--- src/rtl/lbt_pkg.sv ---
// ----------------------------------------------------------------------------
// lbt_pkg
// Shared types and constants of the line blob tracker.
// ----------------------------------------------------------------------------
package lbt_pkg;

  // configuration register index
  localparam int CFG_IDX_W = 3;

  typedef enum logic [CFG_IDX_W-1:0] {
    CFG_AREA_MIN = 3'd0,
    CFG_AREA_MAX = 3'd1,
    CFG_MAX_MOVE = 3'd2,
    CFG_CENTER_X = 3'd3,
    CFG_CENTER_Y = 3'd4
  } lbt_cfg_idx_e;

  // item command
  typedef enum logic {
    CMD_BLOB = 1'b0,
    CMD_EOF  = 1'b1
  } lbt_cmd_e;

  // register reset values
  localparam int AREA_MIN_RST = 100;
  localparam int AREA_MAX_RST = 5000;
  localparam int MAX_MOVE_RST = 80;
  localparam int CENTER_X_RST = 320;
  localparam int CENTER_Y_RST = 45;

  // queue status seen by both sides
  typedef struct packed {
    logic full;
    logic empty;
  } lbt_q_stat_t;

endpackage

--- src/rtl/lbt_if.sv ---
// ----------------------------------------------------------------------------
// lbt_if
// Valid/ready channels: blob records in, tracked line results out.
// ----------------------------------------------------------------------------
interface lbt_in_if #(
  parameter int COORD_BITS = 11,
  parameter int AREA_BITS  = 20
);
  logic                  valid;
  logic                  ready;
  logic                  cmd;
  logic [AREA_BITS-1:0]  area;
  logic [COORD_BITS-1:0] box_left;
  logic [COORD_BITS-1:0] box_top;
  logic [COORD_BITS-1:0] box_width;
  logic [COORD_BITS-1:0] box_height;

  modport source (
    output valid, cmd, area, box_left, box_top, box_width, box_height,
    input  ready
  );
  modport sink (
    input  valid, cmd, area, box_left, box_top, box_width, box_height,
    output ready
  );
endinterface

interface lbt_out_if #(
  parameter int COORD_BITS = 11
);
  logic                         valid;
  logic                         ready;
  logic                         line_found;
  logic signed [COORD_BITS:0]   line_error;
  logic        [COORD_BITS-1:0] line_x;
  logic        [COORD_BITS-1:0] line_y;

  modport source (
    output valid, line_found, line_error, line_x, line_y,
    input  ready
  );
  modport sink (
    input  valid, line_found, line_error, line_x, line_y,
    output ready
  );
endinterface

--- src/rtl/lbt_queue.sv ---
// ----------------------------------------------------------------------------
// lbt_queue
// Small register FIFO between the classifier and the tracking engine.
// ----------------------------------------------------------------------------
module lbt_queue import lbt_pkg::*; #(
  parameter int WIDTH = 8,
  parameter int DEPTH = 2
) (
  input  logic             clk_i,
  input  logic             rst_ni,
  input  logic             push_i,
  input  logic [WIDTH-1:0] wdata_i,
  input  logic             pop_i,
  output logic [WIDTH-1:0] rdata_o,
  output lbt_q_stat_t      stat_o
);

  localparam int PW = (DEPTH > 1) ? $clog2(DEPTH) : 1;
  localparam int CW = $clog2(DEPTH + 1);

  logic [WIDTH-1:0] mem_q [DEPTH];
  logic [PW-1:0]    wr_ptr_q, wr_ptr_d;
  logic [PW-1:0]    rd_ptr_q, rd_ptr_d;
  logic [CW-1:0]    cnt_q, cnt_d;

  function automatic logic [PW-1:0] ptr_inc(input logic [PW-1:0] p);
    ptr_inc = (p == PW'(DEPTH - 1)) ? '0 : p + PW'(1);
  endfunction

  always_comb begin
    wr_ptr_d = push_i ? ptr_inc(wr_ptr_q) : wr_ptr_q;
    rd_ptr_d = pop_i  ? ptr_inc(rd_ptr_q) : rd_ptr_q;
    cnt_d    = cnt_q + CW'(push_i) - CW'(pop_i);
  end

  always_ff @(posedge clk_i or negedge rst_ni) begin
    if (!rst_ni) begin
      wr_ptr_q <= '0;
      rd_ptr_q <= '0;
      cnt_q    <= '0;
    end else begin
      wr_ptr_q <= wr_ptr_d;
      rd_ptr_q <= rd_ptr_d;
      cnt_q    <= cnt_d;
    end
  end

  always_ff @(posedge clk_i) begin
    if (push_i) begin
      mem_q[wr_ptr_q] <= wdata_i;
    end
  end

  assign rdata_o      = mem_q[rd_ptr_q];
  assign stat_o.full  = (cnt_q == CW'(DEPTH));
  assign stat_o.empty = (cnt_q == '0);

  a_no_overflow: assert property (@(posedge clk_i) disable iff (!rst_ni)
    push_i |-> (!stat_o.full || pop_i))
    else $error("queue push while full");

  a_no_underflow: assert property (@(posedge clk_i) disable iff (!rst_ni)
    pop_i |-> !stat_o.empty)
    else $error("queue pop while empty");

endmodule

--- src/rtl/lbt_front.sv ---
// ----------------------------------------------------------------------------
// lbt_front
// Accepts blob beats, filters by area and forms the box centre.
// ----------------------------------------------------------------------------
module lbt_front import lbt_pkg::*; #(
  parameter int COORD_BITS = 11,
  parameter int AREA_BITS  = 20
) (
  input  logic                    clk_i,
  input  logic                    rst_ni,
  lbt_in_if.sink                  blob_i,
  input  logic [AREA_BITS-1:0]    area_min_i,
  input  logic [AREA_BITS-1:0]    area_max_i,
  input  lbt_q_stat_t             q_stat_i,
  output logic                    push_o,
  output logic [2*COORD_BITS:0]   entry_o
);

  logic                  accept;
  logic                  area_ok;
  logic [COORD_BITS:0]   sum_x, sum_y;
  logic [COORD_BITS-1:0] cx, cy;

  assign blob_i.ready = !q_stat_i.full;
  assign accept       = blob_i.valid && blob_i.ready;

  assign area_ok = (blob_i.area > area_min_i) && (blob_i.area < area_max_i);

  assign sum_x = {1'b0, blob_i.box_left} + {2'b0, blob_i.box_width[COORD_BITS-1:1]};
  assign sum_y = {1'b0, blob_i.box_top}  + {2'b0, blob_i.box_height[COORD_BITS-1:1]};
  // saturate past the coordinate range
  assign cx = sum_x[COORD_BITS] ? '1 : sum_x[COORD_BITS-1:0];
  assign cy = sum_y[COORD_BITS] ? '1 : sum_y[COORD_BITS-1:0];

  // rejected blobs are dropped here, they never touch the tracker state
  assign push_o  = accept && ((blob_i.cmd == CMD_EOF) || area_ok);
  assign entry_o = {blob_i.cmd, cx, cy};

  a_eof_queued: assert property (@(posedge clk_i) disable iff (!rst_ni)
    (accept && blob_i.cmd == CMD_EOF) |-> push_o)
    else $error("end-of-frame beat not queued");

endmodule

--- src/rtl/lbt_back.sv ---
// ----------------------------------------------------------------------------
// lbt_back
// Nearest-candidate search, track update and result register.
// ----------------------------------------------------------------------------
module lbt_back import lbt_pkg::*; #(
  parameter int COORD_BITS = 11
) (
  input  logic                    clk_i,
  input  logic                    rst_ni,
  input  logic [2*COORD_BITS:0]   entry_i,
  input  lbt_q_stat_t             q_stat_i,
  output logic                    pop_o,
  input  logic [COORD_BITS-1:0]   max_move_i,
  input  logic [COORD_BITS-1:0]   center_x_i,
  input  logic [COORD_BITS-1:0]   center_y_i,
  lbt_out_if.source               line_o
);

  localparam int SQ_W = 2 * COORD_BITS;
  localparam int D_W  = SQ_W + 1;

  logic                    e_cmd;
  logic [COORD_BITS-1:0]   e_x, e_y;
  logic                    is_eof, out_free;

  logic                    locked_q, locked_d;
  logic [COORD_BITS-1:0]   track_x_q, track_x_d, track_y_q, track_y_d;
  logic signed [COORD_BITS:0] held_err_q, held_err_d;
  logic                    best_found_q, best_found_d;
  logic [D_W-1:0]          best_d_q, best_d_d;
  logic [COORD_BITS-1:0]   best_x_q, best_x_d, best_y_q, best_y_d;
  logic [SQ_W-1:0]         mm_sq_q;

  logic                    out_valid_q, out_valid_d;
  logic                    found_q;
  logic signed [COORD_BITS:0] err_q;
  logic [COORD_BITS-1:0]   lx_q, ly_q;

  logic [COORD_BITS-1:0]   rx, ry, dx, dy;
  logic [D_W-1:0]          cand_dsq;
  logic                    take;

  assign {e_cmd, e_x, e_y} = entry_i;
  assign is_eof   = (e_cmd == CMD_EOF);
  assign out_free = !out_valid_q || line_o.ready;
  // blobs drain every cycle; an end of frame waits for a free result slot
  assign pop_o    = !q_stat_i.empty && (!is_eof || out_free);

  assign rx       = locked_q ? track_x_q : center_x_i;
  assign ry       = locked_q ? track_y_q : center_y_i;
  assign dx       = (e_x > rx) ? (e_x - rx) : (rx - e_x);
  assign dy       = (e_y > ry) ? (e_y - ry) : (ry - e_y);
  assign cand_dsq = D_W'(SQ_W'(dx) * SQ_W'(dx)) + D_W'(SQ_W'(dy) * SQ_W'(dy));
  assign take     = (!best_found_q || (cand_dsq < best_d_q)) &&
                    !(locked_q && (cand_dsq > D_W'(mm_sq_q)));

  always_comb begin
    locked_d     = locked_q;
    track_x_d    = track_x_q;
    track_y_d    = track_y_q;
    held_err_d   = held_err_q;
    best_found_d = best_found_q;
    best_d_d     = best_d_q;
    best_x_d     = best_x_q;
    best_y_d     = best_y_q;
    out_valid_d  = out_valid_q && !line_o.ready;
    if (pop_o && !is_eof && take) begin
      best_found_d = 1'b1;
      best_d_d     = cand_dsq;
      best_x_d     = e_x;
      best_y_d     = e_y;
    end
    if (pop_o && is_eof) begin
      if (best_found_q) begin
        track_x_d = best_x_q;
        track_y_d = best_y_q;
        locked_d  = 1'b1;
      end
      if (locked_d) begin
        held_err_d = $signed({1'b0, center_x_i}) - $signed({1'b0, track_x_d});
      end
      best_found_d = 1'b0;
      best_d_d     = '0;
      best_x_d     = '0;
      best_y_d     = '0;
      out_valid_d  = 1'b1;
    end
  end

  always_ff @(posedge clk_i or negedge rst_ni) begin
    if (!rst_ni) begin
      locked_q     <= 1'b0;
      track_x_q    <= '0;
      track_y_q    <= '0;
      held_err_q   <= '0;
      best_found_q <= 1'b0;
      best_d_q     <= '0;
      best_x_q     <= '0;
      best_y_q     <= '0;
      out_valid_q  <= 1'b0;
    end else begin
      locked_q     <= locked_d;
      track_x_q    <= track_x_d;
      track_y_q    <= track_y_d;
      held_err_q   <= held_err_d;
      best_found_q <= best_found_d;
      best_d_q     <= best_d_d;
      best_x_q     <= best_x_d;
      best_y_q     <= best_y_d;
      out_valid_q  <= out_valid_d;
    end
  end

  // move limit squared, registered from the config register
  always_ff @(posedge clk_i) begin
    mm_sq_q <= SQ_W'(max_move_i) * SQ_W'(max_move_i);
    if (pop_o && is_eof) begin
      found_q <= locked_d;
      err_q   <= held_err_d;
      lx_q    <= track_x_d;
      ly_q    <= track_y_d;
    end
  end

  assign line_o.valid      = out_valid_q;
  assign line_o.line_found = found_q;
  assign line_o.line_error = err_q;
  assign line_o.line_x     = lx_q;
  assign line_o.line_y     = ly_q;

  a_lock_sticks: assert property (@(posedge clk_i) disable iff (!rst_ni)
    locked_q |=> locked_q)
    else $error("lock dropped");

  a_best_cleared: assert property (@(posedge clk_i) disable iff (!rst_ni)
    (pop_o && is_eof) |=> (!best_found_q && out_valid_q))
    else $error("frame end did not clear search or post result");

  a_found_matches_lock: assert property (@(posedge clk_i) disable iff (!rst_ni)
    out_valid_q |-> (found_q == locked_q))
    else $error("result found flag disagrees with lock");

endmodule

--- src/rtl/line_blob_tracker_unit.sv ---
// ----------------------------------------------------------------------------
// line_blob_tracker_unit
// Nearest-neighbor line tracker over per-frame blob statistics.
// ----------------------------------------------------------------------------
// Blob beats (cmd = blob) and one end-of-frame beat per frame stream in on
// blob_i; one result beat leaves on line_o per end of frame. The block takes
// one beat per clock while blob_i.ready is high: the front end filters the
// area window and forms the box centre in the accept cycle, a two-entry queue
// hands it to the back end, which compares the squared distance against the
// running best. An end of frame passes through the queue and the result
// register to line_o. Only a result that is not taken stalls the back end,
// and the queue then holds the waiting end of frame plus one more beat
// before blob_i.ready drops. Config writes (cfg_we_i) must go in only while
// the block is idle (not enforced); the squared move limit is registered.
module line_blob_tracker_unit import lbt_pkg::*; #(
  parameter int COORD_BITS = 11,
  parameter int AREA_BITS  = 20
) (
  input  logic                   clk_i,
  input  logic                   rst_ni,
  input  logic                   cfg_we_i,
  input  logic [CFG_IDX_W-1:0]   cfg_idx_i,
  input  logic [((AREA_BITS > COORD_BITS) ? AREA_BITS : COORD_BITS)-1:0] cfg_data_i,
  lbt_in_if.sink                 blob_i,
  lbt_out_if.source              line_o
);

  localparam int ENTRY_W = 2 * COORD_BITS + 1;

  logic [AREA_BITS-1:0]  area_min_q, area_max_q;
  logic [COORD_BITS-1:0] max_move_q, center_x_q, center_y_q;

  always_ff @(posedge clk_i or negedge rst_ni) begin
    if (!rst_ni) begin
      area_min_q <= AREA_BITS'(AREA_MIN_RST);
      area_max_q <= AREA_BITS'(AREA_MAX_RST);
      max_move_q <= COORD_BITS'(MAX_MOVE_RST);
      center_x_q <= COORD_BITS'(CENTER_X_RST);
      center_y_q <= COORD_BITS'(CENTER_Y_RST);
    end else if (cfg_we_i) begin
      unique case (lbt_cfg_idx_e'(cfg_idx_i))
        CFG_AREA_MIN: area_min_q <= cfg_data_i[AREA_BITS-1:0];
        CFG_AREA_MAX: area_max_q <= cfg_data_i[AREA_BITS-1:0];
        CFG_MAX_MOVE: max_move_q <= cfg_data_i[COORD_BITS-1:0];
        CFG_CENTER_X: center_x_q <= cfg_data_i[COORD_BITS-1:0];
        CFG_CENTER_Y: center_y_q <= cfg_data_i[COORD_BITS-1:0];
        default: ;
      endcase
    end
  end

  logic               push, pop;
  logic [ENTRY_W-1:0] wentry, rentry;
  lbt_q_stat_t        q_stat;

  lbt_front #(
    .COORD_BITS (COORD_BITS),
    .AREA_BITS  (AREA_BITS)
  ) u_front (
    .clk_i      (clk_i),
    .rst_ni     (rst_ni),
    .blob_i     (blob_i),
    .area_min_i (area_min_q),
    .area_max_i (area_max_q),
    .q_stat_i   (q_stat),
    .push_o     (push),
    .entry_o    (wentry)
  );

  lbt_queue #(
    .WIDTH (ENTRY_W),
    .DEPTH (2)
  ) u_queue (
    .clk_i   (clk_i),
    .rst_ni  (rst_ni),
    .push_i  (push),
    .wdata_i (wentry),
    .pop_i   (pop),
    .rdata_o (rentry),
    .stat_o  (q_stat)
  );

  lbt_back #(
    .COORD_BITS (COORD_BITS)
  ) u_back (
    .clk_i      (clk_i),
    .rst_ni     (rst_ni),
    .entry_i    (rentry),
    .q_stat_i   (q_stat),
    .pop_o      (pop),
    .max_move_i (max_move_q),
    .center_x_i (center_x_q),
    .center_y_i (center_y_q),
    .line_o     (line_o)
  );

endmodule

--- src/flat_wrapper.sv ---
// flat-port wrapper written by rule: the top's interface ports become plain ports
module line_blob_tracker_unit_flat import lbt_pkg::*;
#(
  parameter int COORD_BITS = 11,
  parameter int AREA_BITS  = 20
)
  (clk_i, rst_ni, cfg_we_i, cfg_idx_i, cfg_data_i, blob_i_valid, blob_i_cmd, blob_i_area, blob_i_box_left, blob_i_box_top, blob_i_box_width, blob_i_box_height, blob_i_ready, line_o_valid, line_o_line_found, line_o_line_error, line_o_line_x, line_o_line_y, line_o_ready);
  lbt_in_if #(.COORD_BITS(COORD_BITS), .AREA_BITS(AREA_BITS)) blob_i_i ();
  lbt_out_if #(.COORD_BITS(COORD_BITS)) line_o_i ();
  input  logic clk_i;
  input  logic rst_ni;
  input  logic cfg_we_i;
  input  logic [CFG_IDX_W-1:0] cfg_idx_i;
  input  logic [((AREA_BITS > COORD_BITS) ? AREA_BITS : COORD_BITS)-1:0] cfg_data_i;
  input wire logic [$bits(blob_i_i.valid)-1:0] blob_i_valid;
  input wire logic [$bits(blob_i_i.cmd)-1:0] blob_i_cmd;
  input wire logic [$bits(blob_i_i.area)-1:0] blob_i_area;
  input wire logic [$bits(blob_i_i.box_left)-1:0] blob_i_box_left;
  input wire logic [$bits(blob_i_i.box_top)-1:0] blob_i_box_top;
  input wire logic [$bits(blob_i_i.box_width)-1:0] blob_i_box_width;
  input wire logic [$bits(blob_i_i.box_height)-1:0] blob_i_box_height;
  output wire logic [$bits(blob_i_i.ready)-1:0] blob_i_ready;
  output wire logic [$bits(line_o_i.valid)-1:0] line_o_valid;
  output wire logic [$bits(line_o_i.line_found)-1:0] line_o_line_found;
  output wire logic [$bits(line_o_i.line_error)-1:0] line_o_line_error;
  output wire logic [$bits(line_o_i.line_x)-1:0] line_o_line_x;
  output wire logic [$bits(line_o_i.line_y)-1:0] line_o_line_y;
  input wire logic [$bits(line_o_i.ready)-1:0] line_o_ready;
  assign blob_i_i.valid = blob_i_valid;
  assign blob_i_i.cmd = blob_i_cmd;
  assign blob_i_i.area = blob_i_area;
  assign blob_i_i.box_left = blob_i_box_left;
  assign blob_i_i.box_top = blob_i_box_top;
  assign blob_i_i.box_width = blob_i_box_width;
  assign blob_i_i.box_height = blob_i_box_height;
  assign blob_i_ready = blob_i_i.ready;
  assign line_o_valid = line_o_i.valid;
  assign line_o_line_found = line_o_i.line_found;
  assign line_o_line_error = line_o_i.line_error;
  assign line_o_line_x = line_o_i.line_x;
  assign line_o_line_y = line_o_i.line_y;
  assign line_o_i.ready = line_o_ready;
  line_blob_tracker_unit #(.COORD_BITS(COORD_BITS), .AREA_BITS(AREA_BITS)) u_core (.clk_i(clk_i), .rst_ni(rst_ni), .cfg_we_i(cfg_we_i), .cfg_idx_i(cfg_idx_i), .cfg_data_i(cfg_data_i), .blob_i(blob_i_i), .line_o(line_o_i));
endmodule
--- config.mk ---
export PLATFORM = sky130hd
export DESIGN_NAME = line_blob_tracker_unit_flat
export DESIGN_NICKNAME = d
export VERILOG_FILES = /design/src/rtl/lbt_pkg.sv /design/src/rtl/lbt_if.sv /design/src/rtl/lbt_queue.sv /design/src/rtl/lbt_front.sv /design/src/rtl/lbt_back.sv /design/src/rtl/line_blob_tracker_unit.sv /design/src/flat_wrapper.sv
export SDC_FILE = /design/constraint.sdc
export NUM_CORES = 1
export LEC_CHECK = 0
export ABC_AREA = 1
export BUFFER_PORTS_ARGS = -buffer_cell sky130_fd_sc_hd__clkbuf_2
export CAP_MARGIN = 20
export CORE_ASPECT_RATIO = 2
export CORE_UTILIZATION = 50
export CTS_CLUSTER_DIAMETER = 100
export CTS_CLUSTER_SIZE = 30
export DETAILED_ROUTE_END_ITERATION = 10
export PLACE_DENSITY_LB_ADDON = 0.3
export SLEW_MARGIN = 20
export SYNTH_ARGS = -nofsm -noshare
export SYNTH_HDL_FRONTEND = slang
export SYNTH_SLANG_ARGS = --single-unit
--- constraint.sdc ---
create_clock -name clk_i -period 8.5 [get_ports clk_i]
set_clock_uncertainty 0.05 [all_clocks]
set_input_delay 1.7 -clock clk_i [delete_from_list [all_inputs] [get_ports clk_i]]
set_output_delay 1.7 -clock clk_i [all_outputs]
set_load 0.01 [all_outputs]
==> metrics.md <==
| Metric | Value |
|---|---|
| Global Route Usage Sum | `about a quarter` |
| Number of nets in the layout | `4218` |
| Startpoint of the lowest-slack hold path | `u_core.u_queue.wr_ptr_q` |
| Hold/Removal Path Class | `flip-flop to flip-flop` |
| Number of antenna diodes | `0` |
| Cell at the root of the clock tree | `sky130_fd_sc_hd__clkbuf_16` |
| Netlist area before placement | `26300 µm²` |
| Global-route layer with the greatest usage | `met2` |
| Buffers added on ports | `127` |
| Fill cells | `4424` |
| Met1 usage in global routing | `25.9%` |
| CP required | `8850 ps` |
| Detailed-placement wirelength estimate | `55800 µm` |
| Horiz. Die Dim | `164 µm` |
| Level count of the clock H-tree | `1` |
| Crit Path Category | `flip-flop to flip-flop` |
| Number of hold violations in the final report | `0` |
| Area Overhead vs Synth | `21.5%` |
| Placeable core area | `51800 µm²` |
| Die outline height | `326 µm` |
| Average cell area after synthesis | `8.41 µm²` |
| Pre-CTS WS | `-1360 ps` |
| RSZ-0062 raised after global routing | `true` |
| Cell repeated most along the worst path | `sky130_fd_sc_hd__nand2_1` |
| Die area | `53500 µm²` |
| Yosys warns | `0` |
| Global routing met2 resource utilization | `52.2%` |
| Layout cell share with drive strength beyond 1 | `around a quarter` |
| Cell type of the slowest stage on the worst timing path | `sky130_fd_sc_hd__fa_1` |
| Number of global-route vias before repair | `22922` |
| Vias/cell | `5.07` |
| Initial core utilization | `about half` |
| Top-Level Pins | `between 100 and 150` |
| Start point of the critical path | `u_core.u_queue.rd_ptr_q` |
| Latest clock arrival within the worst-skew pair | `530 ps` |
| Largest net degree at the start of global routing | `82` |
| Slew headroom | `36.3%` |
| Number of antenna violations at the first check in global routing | `0` |
| Detailed-routing iteration count for the pre-antenna-repair pass | `5` |
| TritonCTS buffer count | `12` |
| Count of flip-flops with a built-in enable after synthesis | `81` |
| Failing checks | `setup timing` |
| Number of distinct library cell variants in the gate-level netlist after synthesis | `54` |
| Avg WL per Cell | `around 16 µm` |
| Kind of launch point of the worst setup path | `flip-flop` |
| First-pass GRT wire length | `roughly 110000 µm` |
| Final count of negative-setup-slack endpoints | `46` |
| Core utilization of the finished layout | `61.6%` |
| Number of remaining DRC errors | `0` |
| Max Buffers Root-to-Sink | `3` |
| Final setup slack of the worst path | `-1200 ps` |
| Main synth FF type | `sky130_fd_sc_hd__dfrtp_1` |
| Fraction of the yosys area taken by sequential cells | `26.1%` |
| Total Wirelength | `roughly 67000 µm` |
| Largest fanout on the critical path | `23` |
| Final weighted congestion in routability-driven placement | `between 0.9 and 1` |
| Total gr overflow | `0` |
| Result of the run | `finished with violations` |
| Initial detailed-routing violation count | `855` |
| Register bit count reported by yosys | `261` |
| Clk pin slew, worst setup/hold paths | `120 ps` |
| Share of flip-flops with an asynchronous set or reset | `between 60% and 70%` |
| CP max stage delay | `about 560 ps` |
| Count of mapped cells out of synthesis | `3124` |
| TritonCTS clock tree | `built` |
| Number of nets still failing antenna checks after routing | `0` |
| Highest attainable clock frequency | `about 100 MHz` |
| Critical register-to-register path startpoint | `u_core.u_queue.rd_ptr_q` |
| Maxcap violations | `0` |
| Tmin final | `approximately 9700 ps` |
| Tcrit/Tclk final | `114%` |
| Least-Margin Pin Slew | `954 ps` |
| Total number of vias | `21532` |
| Number of placement rows | `118` |
| Nature of the critical path endpoint | `flip-flop` |
| Num Clock Sinks | `261` |
| Met3 Usage GRT | `1.92%` |
| Mapped Nets | `around 3800` |
| Number of max-slew violations in the final report | `0` |
| CP arrival | `10050 ps` |
-- layer usage --
metal  up-vias  wire [µm]
met3       180       1910
met2       431      38100
met5         -          0
met4         0       3810
li1      10572          -
met1     10349      23200
-- repair_timing --
action                                  CTS  global route
endpoints found under the setup margin   46            46
setup buffers                             4            21
gates cloned                              0             3
pin swaps                                20            58
gates resized for setup                  54           104
hold buffers                              0             0
-- final timing paths --
| kind | cells past startpoint | end | slack, ps |
|---|---|---|---|
| min in group asynchronous | 1 | u_core.u_back.best_d_q[9] | 1140 |
| max in group asynchronous | 2 | u_core.u_queue.rd_ptr_q | 5990 |
| hold / removal | 2 | u_core.u_queue.wr_ptr_q | 440 |
| setup / recovery | 51 | u_core.u_back.best_d_q[14] | -1200 |
| setup reg to reg | 51 | u_core.u_back.best_d_q[14] | -1200 |
| hold reg to reg | 2 | u_core.u_queue.wr_ptr_q | 440 |
-- cell usage in the layout, fill, tap and decap left out, types with 14 or more instances in the layout --
cell / n
sky130_fd_sc_hd__a21oi_1: 111
sky130_fd_sc_hd__a21oi_2: 21
sky130_fd_sc_hd__buf_4: 376
sky130_fd_sc_hd__clkbuf_16: 14
sky130_fd_sc_hd__clkbuf_2: 126
sky130_fd_sc_hd__dfrtp_1: 142
sky130_fd_sc_hd__dfstp_2: 16
sky130_fd_sc_hd__dfxtp_1: 21
sky130_fd_sc_hd__edfxtp_1: 81
sky130_fd_sc_hd__fa_1: 230
sky130_fd_sc_hd__ha_1: 280
sky130_fd_sc_hd__ha_4: 22
sky130_fd_sc_hd__inv_1: 669
sky130_fd_sc_hd__inv_2: 47
sky130_fd_sc_hd__nand2_1: 537
sky130_fd_sc_hd__nand2_2: 40
sky130_fd_sc_hd__nand2_4: 17
sky130_fd_sc_hd__nand3_1: 98
sky130_fd_sc_hd__nand3_2: 46
sky130_fd_sc_hd__nand4_1: 21
sky130_fd_sc_hd__nor2_1: 137
sky130_fd_sc_hd__nor2_2: 22
sky130_fd_sc_hd__nor2_4: 20
sky130_fd_sc_hd__o21ai_0: 163
sky130_fd_sc_hd__o21ai_1: 39
sky130_fd_sc_hd__o21ai_2: 29
sky130_fd_sc_hd__or2_2: 24
sky130_fd_sc_hd__xnor2_1: 32
sky130_fd_sc_hd__xor2_1: 63
-- critical path: cells and delay by family, from the launching register on --
family	cells	cell delay [ps]
buffers and inverters	15	1490
adder cells (fa/ha/maj)	11	4660
AND/OR/NAND/NOR	18	1780
flip-flops	1	480
XOR/XNOR	2	350
AO/OA/AOI/OAI	5	750
-- synthesized netlist by cell type (16+ instances only) --
cell type	instances	area share [%]
sky130_fd_sc_hd__a21oi_1	132	2.5
sky130_fd_sc_hd__o21ai_0	214	4.1
sky130_fd_sc_hd__inv_2	34	0.49
sky130_fd_sc_hd__o21ai_1	20	0.38
sky130_fd_sc_hd__nor2_1	159	2.3
sky130_fd_sc_hd__nand2_1	574	8.2
sky130_fd_sc_hd__nand3_2	41	1.6
sky130_fd_sc_hd__nand2_2	20	0.48
sky130_fd_sc_hd__dfstp_2	16	1.6
sky130_fd_sc_hd__or2_2	27	0.64
sky130_fd_sc_hd__inv_1	687	9.8
sky130_fd_sc_hd__xor2_1	68	2.3
sky130_fd_sc_hd__edfxtp_1	81	9.3
sky130_fd_sc_hd__nand3_1	103	2.0
sky130_fd_sc_hd__dfxtp_1	21	1.6
sky130_fd_sc_hd__clkbuf_1	46	0.66
sky130_fd_sc_hd__fa_1	237	18
sky130_fd_sc_hd__nand4_1	21	0.50
sky130_fd_sc_hd__dfrtp_1	143	14
sky130_fd_sc_hd__xnor2_1	33	1.1
sky130_fd_sc_hd__ha_1	307	15
-- cell type report --
class / instances / area, µm² / area share, %
Clock buffer: 18 / 323 / 1.01
Clock inverter: 2 / 27.5 / 0.0863
Inverter: 723 / 2730 / 8.55
Multi-Input combinational cell: 2055 / 17200 / 54.1
Sequential cell: 261 / 6850 / 21.5
Tap cell: 660 / 826 / 2.59
Timing Repair Buffer: 527 / 3890 / 12.2
Timing Repair inverter: 1 / 7.51 / 0.0235
-- registers in the layout, summed over array words and instances (netlist names), 12 cells and up --
signal                           flops
u_core.u_back.mm_sq_q               21
u_core.u_back.line_o.line_error     12
u_core.area_min_q                   20
u_core.u_back.held_err_q            12
u_core.u_back.best_d_q              23
u_core.u_queue.mem_q                46
u_core.area_max_q                   20
-- per-stage QoR --
| stage | hold WS [ps] | instances | cell area, µm² | TNS (ps) |
|---|---|---|---|---|
| 4_1_cts | 449 | 4224 | 31300 | -52600 |
| 5_1_grt | 470 | 4247 | 31900 | -71650 |
| 3_3_place_gp | 403 | 4199 | 30600 | -59170 |
| 2_1_floorplan | 336 | 3124 | 26800 | -8420 |
| 3_5_place_dp | 414 | 4200 | 30700 | -61460 |
| 6_report | 443 | 4247 | 31900 | -53350 |
-- logic make-up after synthesis --
| group | share of synthesized area (%) |
|---|---|
| buffers and inverters | 12.2 |
| adder cells (fa/ha/maj) | 32.7 |
| AO/OA/AOI/OAI | 8.77 |
| AND/OR/NAND/NOR | 16.9 |
| flip-flops | 26.1 |
| XOR/XNOR | 3.37 |
Power is left out: the tool's default activity adds up to more than one toggle a clock period on the data nets, which glitch-free logic cannot reach.
